## config.mk

```make
export PLATFORM = sky130hd
export DESIGN_NAME = fit_policy_block_allocator
export DESIGN_NICKNAME = d
export VERILOG_FILES = /design/src/sv/fpba_pkg.sv /design/src/sv/fit_policy_block_allocator.sv
export VERILOG_INCLUDE_DIRS = /design/src /design/src/sv
export SDC_FILE = /design/constraint.sdc
export NUM_CORES = 1
export LEC_CHECK = 0
export BUFFER_PORTS_ARGS = -buffer_cell sky130_fd_sc_hd__buf_2
export CAP_MARGIN = 20
export CORE_ASPECT_RATIO = 0.7
export CORE_MARGIN = 1.5
export CORE_UTILIZATION = 56
export DETAILED_ROUTE_END_ITERATION = 6
export PLACE_DENSITY_LB_ADDON = 0.2
export SLEW_MARGIN = 10
export SYNTH_ARGS = -nofsm -noshare
export SYNTH_HDL_FRONTEND = slang
export SYNTH_SLANG_ARGS = --single-unit
```

## constraint.sdc

```tcl
create_clock -name clk -period 2.8 [get_ports clk]
set_input_delay 0 -clock clk [delete_from_list [all_inputs] [get_ports clk]]
set_output_delay 0 -clock clk [all_outputs]
set_load 0.01 [all_outputs]
```

## src/sv/fit_policy_block_allocator_defines.svh

```systemverilog
// ---------------------------------------------------------------------------
// Assertion macros for the fit policy block allocator
// Shorthand for clocked, reset-qualified concurrent checks.
// ---------------------------------------------------------------------------
`ifndef FIT_POLICY_BLOCK_ALLOCATOR_DEFINES_SVH
`define FIT_POLICY_BLOCK_ALLOCATOR_DEFINES_SVH

// Same-cycle implication, sampled on clk, off while rst_n is low.
`define FPBA_ASSERT_NOW(label, ante, cons, msg) \
    label: assert property (@(posedge clk) disable iff (!rst_n) (ante) |-> (cons)) \
        else $error(msg);

// Next-cycle implication, sampled on clk, off while rst_n is low.
`define FPBA_ASSERT_NEXT(label, ante, cons, msg) \
    label: assert property (@(posedge clk) disable iff (!rst_n) (ante) |=> (cons)) \
        else $error(msg);

`endif

```

## src/sv/fpba_pkg.sv

```systemverilog
// ---------------------------------------------------------------------------
// Fit policy block allocator package
// Request kinds, fit modes, register indexes and field widths.
// ---------------------------------------------------------------------------
package fpba_pkg;

    localparam int MAX_BLOCKS_DEF = 64;

    localparam int REQ_W   = 2;
    localparam int IDX_W   = 6;
    localparam int SIZE_W  = 16;
    localparam int MODE_W  = 2;
    localparam int NBLK_W  = 7;
    localparam int CFG_A_W = 1;
    localparam int CFG_D_W = 7;
    localparam int IN_D_W  = 24;
    localparam int OUT_D_W = 40;

    typedef enum logic [REQ_W-1:0] {
        REQ_LOAD  = 2'd0,
        REQ_ALLOC = 2'd1,
        REQ_CLEAR = 2'd2
    } req_type_t;

    typedef enum logic [MODE_W-1:0] {
        FIT_FIRST = 2'd0,
        FIT_BEST  = 2'd1,
        FIT_WORST = 2'd2
    } fit_mode_t;

    localparam logic [CFG_A_W-1:0] REG_FIT_MODE   = 1'd0;
    localparam logic [CFG_A_W-1:0] REG_NUM_BLOCKS = 1'd1;

endpackage

```

## src/sv/fit_policy_block_allocator.sv

```systemverilog
// ---------------------------------------------------------------------------
// Fit policy block allocator
// Fixed-partition allocator with first, best and worst fit selection.
// ---------------------------------------------------------------------------
// Load and clear transactions return nothing. An allocate scans up to L
// blocks, L = num_blocks capped at the addressable blocks (none when L is 0;
// first fit stops at its first hit), then loads the result register. Input
// is not ready again until the result is loaded, and longer while a stalled
// result holds the register. One read port: one block per cycle.
// Reset clears used/written marks, fit_mode, num_blocks; sizes stay undefined.
// ---------------------------------------------------------------------------
`include "fit_policy_block_allocator_defines.svh"

module fit_policy_block_allocator #(
    parameter int MAX_BLOCKS = fpba_pkg::MAX_BLOCKS_DEF
) (
    input  logic                         clk,
    input  logic                         rst_n,
    // configuration write channel
    input  logic                         cfg_valid,
    output logic                         cfg_ready,
    input  logic [fpba_pkg::CFG_A_W-1:0] cfg_index,
    input  logic [fpba_pkg::CFG_D_W-1:0] cfg_data,
    // request stream
    input  logic                         s_tvalid,
    output logic                         s_tready,
    input  logic [fpba_pkg::IN_D_W-1:0]  s_tdata,  // [5:0] block_index, [21:6] item_size
    input  logic [fpba_pkg::REQ_W-1:0]   s_tuser,  // [1:0] req_type
    // result stream
    output logic                         m_tvalid,
    input  logic                         m_tready,
    output logic [fpba_pkg::OUT_D_W-1:0] m_tdata,  // [5:0] chosen_block, [21:6] chosen_size,
                                                   // [37:22] fragment
    output logic                         m_tuser   // [0] granted
);
    import fpba_pkg::*;

    // Only indices that a 6-bit block_index can reach ever hold a size.
    localparam int SLOT_N = (MAX_BLOCKS < (1 << IDX_W)) ? MAX_BLOCKS : (1 << IDX_W);
    localparam int SLOT_W = (SLOT_N > 1) ? $clog2(SLOT_N) : 1;
    localparam int CNT_W  = $clog2(SLOT_N + 1);

    typedef enum logic [1:0] {
        ST_IDLE,
        ST_SCAN,
        ST_FIN
    } state_t;

    // Control and datapath registers
    state_t              state_reg,     state_next;
    logic [MODE_W-1:0]   fit_mode_reg,  fit_mode_next;
    logic [NBLK_W-1:0]   num_blocks_reg, num_blocks_next;
    logic [SIZE_W-1:0]   size_reg,      size_next;
    logic [CNT_W-1:0]    lim_reg,       lim_next;
    logic [CNT_W-1:0]    issue_reg,     issue_next;
    logic                eval_vld_reg,  eval_vld_next;
    logic                eval_ok_reg,   eval_ok_next;
    logic [SLOT_W-1:0]   eval_idx_reg,  eval_idx_next;
    logic                found_reg,     found_next;
    logic [SLOT_W-1:0]   best_idx_reg,  best_idx_next;
    logic [SIZE_W-1:0]   best_size_reg, best_size_next;
    logic [SLOT_N-1:0]   written_reg,   written_next;
    logic [SLOT_N-1:0]   used_reg,      used_next;
    logic                out_vld_reg,   out_vld_next;
    logic                out_grant_reg, out_grant_next;
    logic [IDX_W-1:0]    out_blk_reg,   out_blk_next;
    logic [SIZE_W-1:0]   out_size_reg,  out_size_next;
    logic [SIZE_W-1:0]   out_frag_reg,  out_frag_next;

    // Size memory: one write port for loads, one registered read port for scans
    logic [SIZE_W-1:0]   size_mem [SLOT_N];
    logic [SIZE_W-1:0]   rd_data_reg;
    logic                mem_we;
    logic [SLOT_W-1:0]   mem_waddr;
    logic [SLOT_W-1:0]   mem_raddr;

    // Input field unpack
    logic [IDX_W-1:0]    in_blk_idx;
    logic [SIZE_W-1:0]   in_size;
    logic                in_fire;
    logic                load_in_range;
    logic [CNT_W-1:0]    lim_calc;

    // Shared compare unit
    logic                hit;
    logic                take;
    logic                first_mode;
    logic                out_free;
    logic                fin_fire;

    assign in_blk_idx    = s_tdata[IDX_W-1:0];
    assign in_size       = s_tdata[IDX_W+SIZE_W-1:IDX_W];
    assign in_fire       = s_tvalid && s_tready;
    assign load_in_range = (32'(in_blk_idx) < SLOT_N);
    assign lim_calc      = (32'(num_blocks_reg) > SLOT_N) ? CNT_W'(SLOT_N)
                                                           : CNT_W'(num_blocks_reg);

    assign cfg_ready = 1'b1;
    assign s_tready  = (state_reg == ST_IDLE);
    assign m_tvalid  = out_vld_reg;
    assign m_tuser   = out_grant_reg;
    assign m_tdata   = {2'b00, out_frag_reg, out_size_reg, out_blk_reg};

    assign mem_we    = in_fire && (req_type_t'(s_tuser) == REQ_LOAD) && load_in_range;
    assign mem_waddr = in_blk_idx[SLOT_W-1:0];
    assign mem_raddr = issue_reg[SLOT_W-1:0];

    // Candidate: written, unused, large enough. Take it if it is the first
    // hit or it beats the current pick under the selected policy; ties keep
    // the lower index because only a strict compare replaces the pick.
    assign first_mode = (fit_mode_reg != FIT_BEST) && (fit_mode_reg != FIT_WORST);
    assign hit        = eval_vld_reg && eval_ok_reg && (rd_data_reg >= size_reg);
    assign take       = hit && (!found_reg
                        || ((fit_mode_reg == FIT_BEST)  && (rd_data_reg < best_size_reg))
                        || ((fit_mode_reg == FIT_WORST) && (rd_data_reg > best_size_reg)));

    // Result register is free when empty or being drained this cycle.
    assign out_free = !out_vld_reg || m_tready;
    assign fin_fire = (state_reg == ST_FIN) && out_free;

    always_comb
    begin
        state_next      = state_reg;
        fit_mode_next   = fit_mode_reg;
        num_blocks_next = num_blocks_reg;
        size_next       = size_reg;
        lim_next        = lim_reg;
        issue_next      = issue_reg;
        eval_vld_next   = eval_vld_reg;
        eval_ok_next    = eval_ok_reg;
        eval_idx_next   = eval_idx_reg;
        found_next      = found_reg;
        best_idx_next   = best_idx_reg;
        best_size_next  = best_size_reg;
        written_next    = written_reg;
        used_next       = used_reg;
        out_vld_next    = out_vld_reg && !m_tready;
        out_grant_next  = out_grant_reg;
        out_blk_next    = out_blk_reg;
        out_size_next   = out_size_reg;
        out_frag_next   = out_frag_reg;

        // Register writes; unknown indexes drop.
        if (cfg_valid && cfg_ready)
        begin
            case (cfg_index)
                REG_FIT_MODE:   fit_mode_next   = cfg_data[MODE_W-1:0];
                REG_NUM_BLOCKS: num_blocks_next = cfg_data[NBLK_W-1:0];
                default:        ;
            endcase
        end

        case (state_reg)
            ST_IDLE:
            begin
                if (in_fire)
                begin
                    case (req_type_t'(s_tuser))
                        REQ_LOAD:
                        begin
                            if (load_in_range)
                            begin
                                written_next[in_blk_idx[SLOT_W-1:0]] = 1'b1;
                            end
                        end
                        REQ_ALLOC:
                        begin
                            size_next      = in_size;
                            lim_next       = lim_calc;
                            issue_next     = '0;
                            eval_vld_next  = 1'b0;
                            found_next     = 1'b0;
                            best_idx_next  = '0;
                            best_size_next = '0;
                            state_next     = (lim_calc == '0) ? ST_FIN : ST_SCAN;
                        end
                        REQ_CLEAR:
                        begin
                            used_next = '0;
                        end
                        default: ;
                    endcase
                end
            end

            ST_SCAN:
            begin
                // Issue stage: read the next block and capture its marks.
                if (issue_reg < lim_reg)
                begin
                    eval_vld_next = 1'b1;
                    eval_ok_next  = written_reg[mem_raddr] && !used_reg[mem_raddr];
                    eval_idx_next = mem_raddr;
                    issue_next    = issue_reg + CNT_W'(1);
                end
                else
                begin
                    eval_vld_next = 1'b0;
                end

                // Compare stage: judge the block read in the previous cycle.
                if (take)
                begin
                    found_next     = 1'b1;
                    best_idx_next  = eval_idx_reg;
                    best_size_next = rd_data_reg;
                end

                // Stop at the first hit under first fit, else after the last block.
                if ((hit && !found_reg && first_mode) || (issue_reg == lim_reg))
                begin
                    state_next = ST_FIN;
                end
            end

            ST_FIN:
            begin
                if (out_free)
                begin
                    out_vld_next   = 1'b1;
                    out_grant_next = found_reg;
                    if (found_reg)
                    begin
                        out_blk_next            = IDX_W'(best_idx_reg);
                        out_size_next           = best_size_reg;
                        out_frag_next           = best_size_reg - size_reg;
                        used_next[best_idx_reg] = 1'b1;
                    end
                    else
                    begin
                        out_blk_next  = '0;
                        out_size_next = '0;
                        out_frag_next = '0;
                    end
                    state_next = ST_IDLE;
                end
            end

            default:
            begin
                state_next = ST_IDLE;
            end
        endcase
    end

    always_ff @(posedge clk or negedge rst_n)
    begin
        if (!rst_n)
        begin
            state_reg      <= ST_IDLE;
            fit_mode_reg   <= '0;
            num_blocks_reg <= '0;
            size_reg       <= '0;
            lim_reg        <= '0;
            issue_reg      <= '0;
            eval_vld_reg   <= 1'b0;
            eval_ok_reg    <= 1'b0;
            eval_idx_reg   <= '0;
            found_reg      <= 1'b0;
            best_idx_reg   <= '0;
            best_size_reg  <= '0;
            written_reg    <= '0;
            used_reg       <= '0;
            out_vld_reg    <= 1'b0;
            out_grant_reg  <= 1'b0;
            out_blk_reg    <= '0;
            out_size_reg   <= '0;
            out_frag_reg   <= '0;
        end
        else
        begin
            state_reg      <= state_next;
            fit_mode_reg   <= fit_mode_next;
            num_blocks_reg <= num_blocks_next;
            size_reg       <= size_next;
            lim_reg        <= lim_next;
            issue_reg      <= issue_next;
            eval_vld_reg   <= eval_vld_next;
            eval_ok_reg    <= eval_ok_next;
            eval_idx_reg   <= eval_idx_next;
            found_reg      <= found_next;
            best_idx_reg   <= best_idx_next;
            best_size_reg  <= best_size_next;
            written_reg    <= written_next;
            used_reg       <= used_next;
            out_vld_reg    <= out_vld_next;
            out_grant_reg  <= out_grant_next;
            out_blk_reg    <= out_blk_next;
            out_size_reg   <= out_size_next;
            out_frag_reg   <= out_frag_next;
        end
    end

    // Size memory: write on load, registered read at the scan pointer.
    always_ff @(posedge clk)
    begin
        if (mem_we)
        begin
            size_mem[mem_waddr] <= in_size;
        end
        rd_data_reg <= size_mem[mem_raddr];
    end

    // A refusal carries all-zero data.
    `FPBA_ASSERT_NOW(a_refuse_zero, m_tvalid && !m_tuser, m_tdata == '0,
        "refused allocation carries nonzero data")
    // A grant never reports a fragment larger than the block.
    `FPBA_ASSERT_NOW(a_frag_fits, m_tvalid && m_tuser, m_tdata[37:22] <= m_tdata[21:6],
        "fragment exceeds granted block size")
    // The scan pointer never runs past the scan limit.
    `FPBA_ASSERT_NOW(a_scan_bound, state_reg == ST_SCAN, issue_reg <= lim_reg,
        "scan pointer past limit")
    // A granted block is marked used right after the result is loaded.
    `FPBA_ASSERT_NEXT(a_mark_used, fin_fire && found_reg, used_reg[$past(best_idx_reg)],
        "granted block not marked used")

endmodule

```

==> results of run 1 <==
-- per-stage QoR --
| stage | std cells | total power [mW] |
|---|---|---|
| 2_1_floorplan | 2644 | 21.0 |
| 3_3_place_gp | 3945 | 21.4 |
| 3_5_place_dp | 3946 | 21.5 |
| 4_1_cts | 4196 | 37.5 |
| 5_1_grt | 4215 | 38.3 |
| 6_report | 4217 | 37.3 |
-- placed cells by master, fill, tap and decap left out, types with 15 or more instances in the layout --
cell              n
buf_4           116
nor2_1          119
nor2_2           64
buf_12           83
mux4_2          338
dfrtp_1         237
nand2_1         106
dlygate4sd3_1    38
clkinv_1         19
clkbuf_16       118
a221oi_1         24
edfxtp_1       1024
o21ai_0          58
ha_1             55
inv_1            57
or2_2            69
a22o_1           23
buf_2            75
nor2b_1          40
clkinv_2         28
bufinv_16        19
o31ai_1          26
a21oi_1          76
clkbuf_1         15
-- worst max-delay path, delay by kind of cell (launching register included) --
family	cells	cell delay, ns
AO/OA/AOI/OAI	5	1.12
buffers and inverters	1	0.16
flip-flops	1	0.41
AND/OR/NAND/NOR	2	0.75
adder cells (fa/ha/maj)	1	0.22
-- power breakdown --
part	switching (mW)	total [mW]	internal [mW]
sequential	0.0173	20.6	20.6
combinational	0.415	0.539	0.124
clock	6.97	16.2	9.25
total	7.40	37.3	29.9
-- metal layers --
| layer | up-vias | part of all wire, % |
|---|---|---|
| li1 | 11200 | - |
| met1 | 14500 | 42 |
| met2 | 1525 | 46 |
| met3 | 193 | 9.7 |
| met4 | 8 | 1.9 |
| met5 | - | 0.048 |
-- worst paths after layout --
path,startpoint,end,slack [ns],cells past startpoint
worst max-delay path,rd_data_reg[10],best_size_reg[5],-0.00002,9
worst min-delay path,s_tdata[15],size_mem[3][9],0.04,1
worst max register to register,rd_data_reg[10],best_size_reg[5],-0.00002,9
worst min register to register,written_reg[63],written_reg[63],0.47,1
max in group asynchronous,rst_n,written_reg[0],1.85,4
min in group asynchronous,rst_n,best_idx_reg[3],0.51,4
-- final cells by class --
cell class | instances | area share (%)
Sequential cell | 1280 | 62.7
Clock inverter | 81 | 1.57
Antenna cell | 2 | 0.00846
Inverter | 61 | 0.397
Tap cell | 1162 | 2.46
Clock buffer | 131 | 4.94
Timing Repair Buffer | 329 | 6.17
Multi-Input combinational cell | 1171 | 21.8
-- logic make-up (layout without fill, tap and decap cells) --
| group | Yosys count | after routing | share of synthesized area [%] |
|---|---|---|---|
| flops | 1280 | 1280 | 73.4 |
| simple gates | 475 | 475 | 4.47 |
| mux | 349 | 349 | 15.3 |
| compound gates | 275 | 275 | 3.58 |
| buf+inv | 193 | 602 | 1.58 |
| fa+ha+maj | 58 | 58 | 1.45 |
| xor+xnor | 11 | 11 | 0.191 |
| other cells | 2 | 5 | 0.0149 |
-- timing repair --
action | in CTS | in global routing
resized for setup | 12 | 30
hold buffers | 35 | 4
pin swaps | 6 | 12
cloned | 0 | 5
endpoints found under the hold margin | 606 | 210
endpoints found under the setup margin | 27 | 38
setup buffers | 3 | 7
==> qor.yml, run 1 <==
clock_network:
  clockBufferDepth: 3
  cts_tree: "built"
  clk_latency_ns: 0.73
  clkTransAtPathRegs_ns: 0.06
  htree_num_levels: 3
  cts.sinks: 1280
  cts.root.buffer_cell: "clkbuf_16"
  cts_inserted_buffers: 112
grt:
  grtUsageMet3_pct: 5.35
  gr-total-overflow: 0
  grt_max_degree: 81
  grt_pass1_vias: 27100
  grt_use_met2_pct: 43.7
  grt_use_met1_pct: 44.5
  gr-max-usage-layer: "met1"
  grt.total_usage_pct: 28.9
  grt_first_pass_wirelength_microns: 188000
  antenna_found_initial: 12
timing:
  tns_ns: -0.0000184
  clock_skew_ns: 0.0219
  slew_viol_final: 0
  period_minus_slack_ns: 2.80
  setup_viol: 1
  hold_slack_ns: 0.0356
  hold_viol: 0
  slew_headroom_pct: 28.4
  min_period_over_period_pct: 100
  rsz0062_at_grt: "true"
  worst_pin_slew_ns: 1.07
  fin_ws_ns: -0.0000184
  fmax_mhz: 357
worst_setup_path:
  startpoint_type: "flip-flop"
  crit_top_cell: "a211o_1"
  cp-end-kind: "flip-flop"
  crit_required_ns: 3.40
  cp.arrival_ns: 3.40
  worstPathCellList: "ha_1 -> a211o_1 -> a31oi_1 -> o21ai_1 -> or4_1 -> a211o_1 -> and3b_2 -> buf_12 -> a22o_1"
  cpMaxStageDelayCell: "or4_1"
  critical_path_class: "flip-flop to flip-flop"
  cpPeakStageDelay_ns: 0.50
  critical_path.max_fanout: 17
placement:
  gp_congestion: 0.890
  port_buffers: 77
  pre_cts_ws_ns: -0.208
  dpl_cell_area_sq_um: 54500
  hpwlAfterDp_microns: 79700
synth:
  yosysTopAreaCellShare_pct: 60.9
  syn_avg_cell_area_sq_um: 19.1
  synth_area_leaders: "edfxtp_1 (61%), mux4_2 (15%), dfrtp_1 (12%)"
  synth_seq_area_share_pct: 73.4
  ys_seq_elements: 1280
  synthArstFlopShare_pct: 18.8
  ys.flop_type: "edfxtp_1"
  synth.distinct_cells: 62
  yosysTopAreaCell: "edfxtp_1"
  synthCells: 2643
  syn_area_sq_um: 50500
  synth_most_common_cell: "edfxtp_1"
  yosys_warnings: 0
  synth-edff-count: 1024
  synth_commonest_cells: "edfxtp_1 (1024), mux4_2 (338), dfrtp_1 (240)"
final_layout:
  register_area_sq_um: 37100
  syn_to_final_growth_pct: 17.2
  drive_gt1_share_pct: 32.3
  nNetsFinal: 3052
  largest_reg_flops: 1024
  multi_input_area_sq_um: 12900
  final.fill_count: 5666
  fin_util_pct: 66.7
  final_area_sq_um: 59200
drt:
  routed_wl_microns: 131000
  firstDrtPassIters: 6
  drt_iter0_drc: 3907
  vias: 27400
  drc: 0
  viasPerCell: 6.50
  wl_per_cell_microns: 31.1
  ant_nets: 0
run:
  cap_violations: 0
die:
  core_area_sq_um: 88700
  start_util_pct: 56.9
  dieHeight_microns: 254
  die_area_sq_um: 92000
  io_pins: 83
  fp-row-count: 91
  fp.dieW_microns: 362
power_and_ir_drop:
  irDropWorstVdd_v: 0.000721
  p_leak_nw: 21.6
  power.density_nw_per_um2: 631
status:
  violations: "setup timing"
  status: "finished with violations"
hold_path:
  hp-class: "input pin to flip-flop"
Power figures use the tool's default switching activity.
==> run 2, diff against run 1 <==
- CTS_BUF_LIST: not set -> sky130_fd_sc_hd__clkbuf_4 sky130_fd_sc_hd__clkbuf_8 sky130_fd_sc_hd__clkbuf_16
==> run 2 against run 1 <==
Net effect: highest routed layer unchanged; utilization rose by 0.054 points; clock power hardly changed; combinational power is essentially flat; wire length about the same; non-clock buffer count did not move; sequential share of layout area down 0.050 points; critical path type unchanged; the run ends with DRC left; register-to-register slack about the same; flip-flop and latch count unchanged; design area hardly changed; worst hold slack got worse by 0.0033 ns; final cell count hardly changed.
==> qor.yml, run 2 (synthesis results as in run 1) <==
clock_network:
  clk_latency_ns: 0.73
  cts.root.buffer_cell: "clkbuf_16"
  cts_tree: "built"
  htree_num_levels: 3
  cts.sinks: 1280
  clockBufferDepth: 3
  clkTransAtPathRegs_ns: 0.07
  cts_inserted_buffers: 112
power_and_ir_drop:
  p_leak_nw: 21.7
  irDropWorstVdd_v: 0.000726
  power.density_nw_per_um2: 633
  p_int_mw: 30.1
  p_comb_share_pct: 1.4
  p_seq_share_pct: 54.9
  power.share.switching_pct: 19.7
  pwr-share-clk_pct: 43.7
  switching_power_mw: 7.40
timing:
  fin_ws_ns: 0.00878
  clock_skew_ns: 0.0204
  slew_headroom_pct: 29.7
  slew_viol_final: 0
  hold_viol: 0
  fmax_mhz: 358
  min_period_over_period_pct: 99.7
  period_minus_slack_ns: 2.79
  setup_viol: 0
  rsz0062_at_grt: "true"
  hold_slack_ns: 0.0323
  tns_ns: 0
  worst_pin_slew_ns: 1.05
die:
  io_pins: 83
  fp-row-count: 91
  core_area_sq_um: 88700
  start_util_pct: 56.9
  dieHeight_microns: 254
  die_area_sq_um: 92000
  fp.dieW_microns: 362
status:
  violations: "DRC"
  status: "finished with violations"
grt:
  grt.total_usage_pct: 28.9
  grt_pass1_vias: 27100
  gr-total-overflow: 0
  antenna_found_initial: 11
  grt_first_pass_wirelength_microns: 188000
  grt_max_degree: 81
drt:
  vias: 27400
  drt_iter0_drc: 3790
  ant_nets: 0
  drc: 1
  firstDrtPassIters: 7
  viasPerCell: 6.50
  routed_wl_microns: 131000
  wl_per_cell_microns: 31.1
hold_path:
  holdCritStartpoint: "s_tdata[15]"
  hp-class: "input pin to flip-flop"
worst_setup_path:
  critical_path_class: "flip-flop to flip-flop"
  critical_path.max_fanout: 8
  r2r_start: "issue_reg[0]"
  cp.arrival_ns: 3.38
  crit_required_ns: 3.38
  startpoint_type: "flip-flop"
  startpoint: "issue_reg[0]"
  cp-end-kind: "flip-flop"
final_layout:
  layout_common_cells: "edfxtp_1 (1024), mux4_2 (338), dfrtp_1 (237)"
  largest_reg_flops: 1024
  syn_to_final_growth_pct: 17.3
  drive_gt1_share_pct: 32.8
  nNetsFinal: 3052
  final_common_cell: "edfxtp_1"
placement:
  gp_congestion: 0.890
  hpwlAfterDp_microns: 79700
  pre_cts_ws_ns: -0.208
  port_buffers: 77
run:
  cap_violations: 0
-- run 2: cell types whose count changed in the layout (fill, tap and decap cells not counted), sizes merged --
cell,delta
diode,+1
-- run 2: final cells by class --
cell class | count | area (sq um)
Timing Repair Buffer | 329 | 3640
Multi-Input combinational cell | 1171 | 12900
Inverter | 61 | 235
Clock buffer | 131 | 2980
Tap cell | 1162 | 1450
Clock inverter | 81 | 928
Antenna cell | 3 | 7.51
Fill cell | 5663 | 29500
Sequential cell | 1280 | 37100
-- run 2: power by group through the flow --
stage / combinational [mW] / sequential, mW / clock, mW
floorplan: 0.0582 / 21.0 / 0
global placement: 0.440 / 21.0 / 0
detailed placement: 0.477 / 21.0 / 0
CTS: 0.527 / 20.6 / 16.6
global route: 0.584 / 20.6 / 17.3
finish: 0.540 / 20.6 / 16.4
-- run 2: critical path: stages (launching register included) --
cell and delay, ns:
dfrtp_4 0.51, buf_12 0.21, buf_4 0.22, mux4_2 0.51, mux4_2 0.65, mux4_2 0.53
-- run 2: metal layers --
metal	track usage, %	vias to the layer above	share of wire [%]
li1	-	11200	-
met1	44.7	14500	42
met2	43.7	1518	46
met3	5.09	191	9.8
met4	6.69	6	2.0
met5	0	-	0.035
-- run 2: per-stage QoR --
stage | cells | utilization (%) | power (mW) | instance area [sq um]
floorplan | 2644 | - | 21.0 | 50500
global placement | 3945 | 61.4 | 21.4 | 54500
detailed placement | 3946 | 61.5 | 21.5 | 54500
CTS | 4196 | 66.3 | 37.7 | 58800
global route | 4215 | 66.8 | 38.4 | 59200
finish | 4218 | 66.8 | 37.5 | 59200
-- run 2: repair_timing --
action	in CTS	in global routing
cloned	0	5
hold endpoints to repair	606	213
pin swaps	6	12
setup endpoints to repair	27	38
setup buffers	3	7
gates resized for setup	12	28
hold buffers	35	4
-- run 2: worst paths after layout --
path                                    to  slack (ns)  cells after the start
setup / recovery            rd_data_reg[2]       0.009                      5
hold / removal              size_mem[0][9]        0.03                      1
setup reg to reg            rd_data_reg[2]       0.009                      5
hold reg to reg            written_reg[63]        0.47                      1
max in group asynchronous   written_reg[0]        1.86                      4
min in group asynchronous  best_idx_reg[3]        0.50                      4
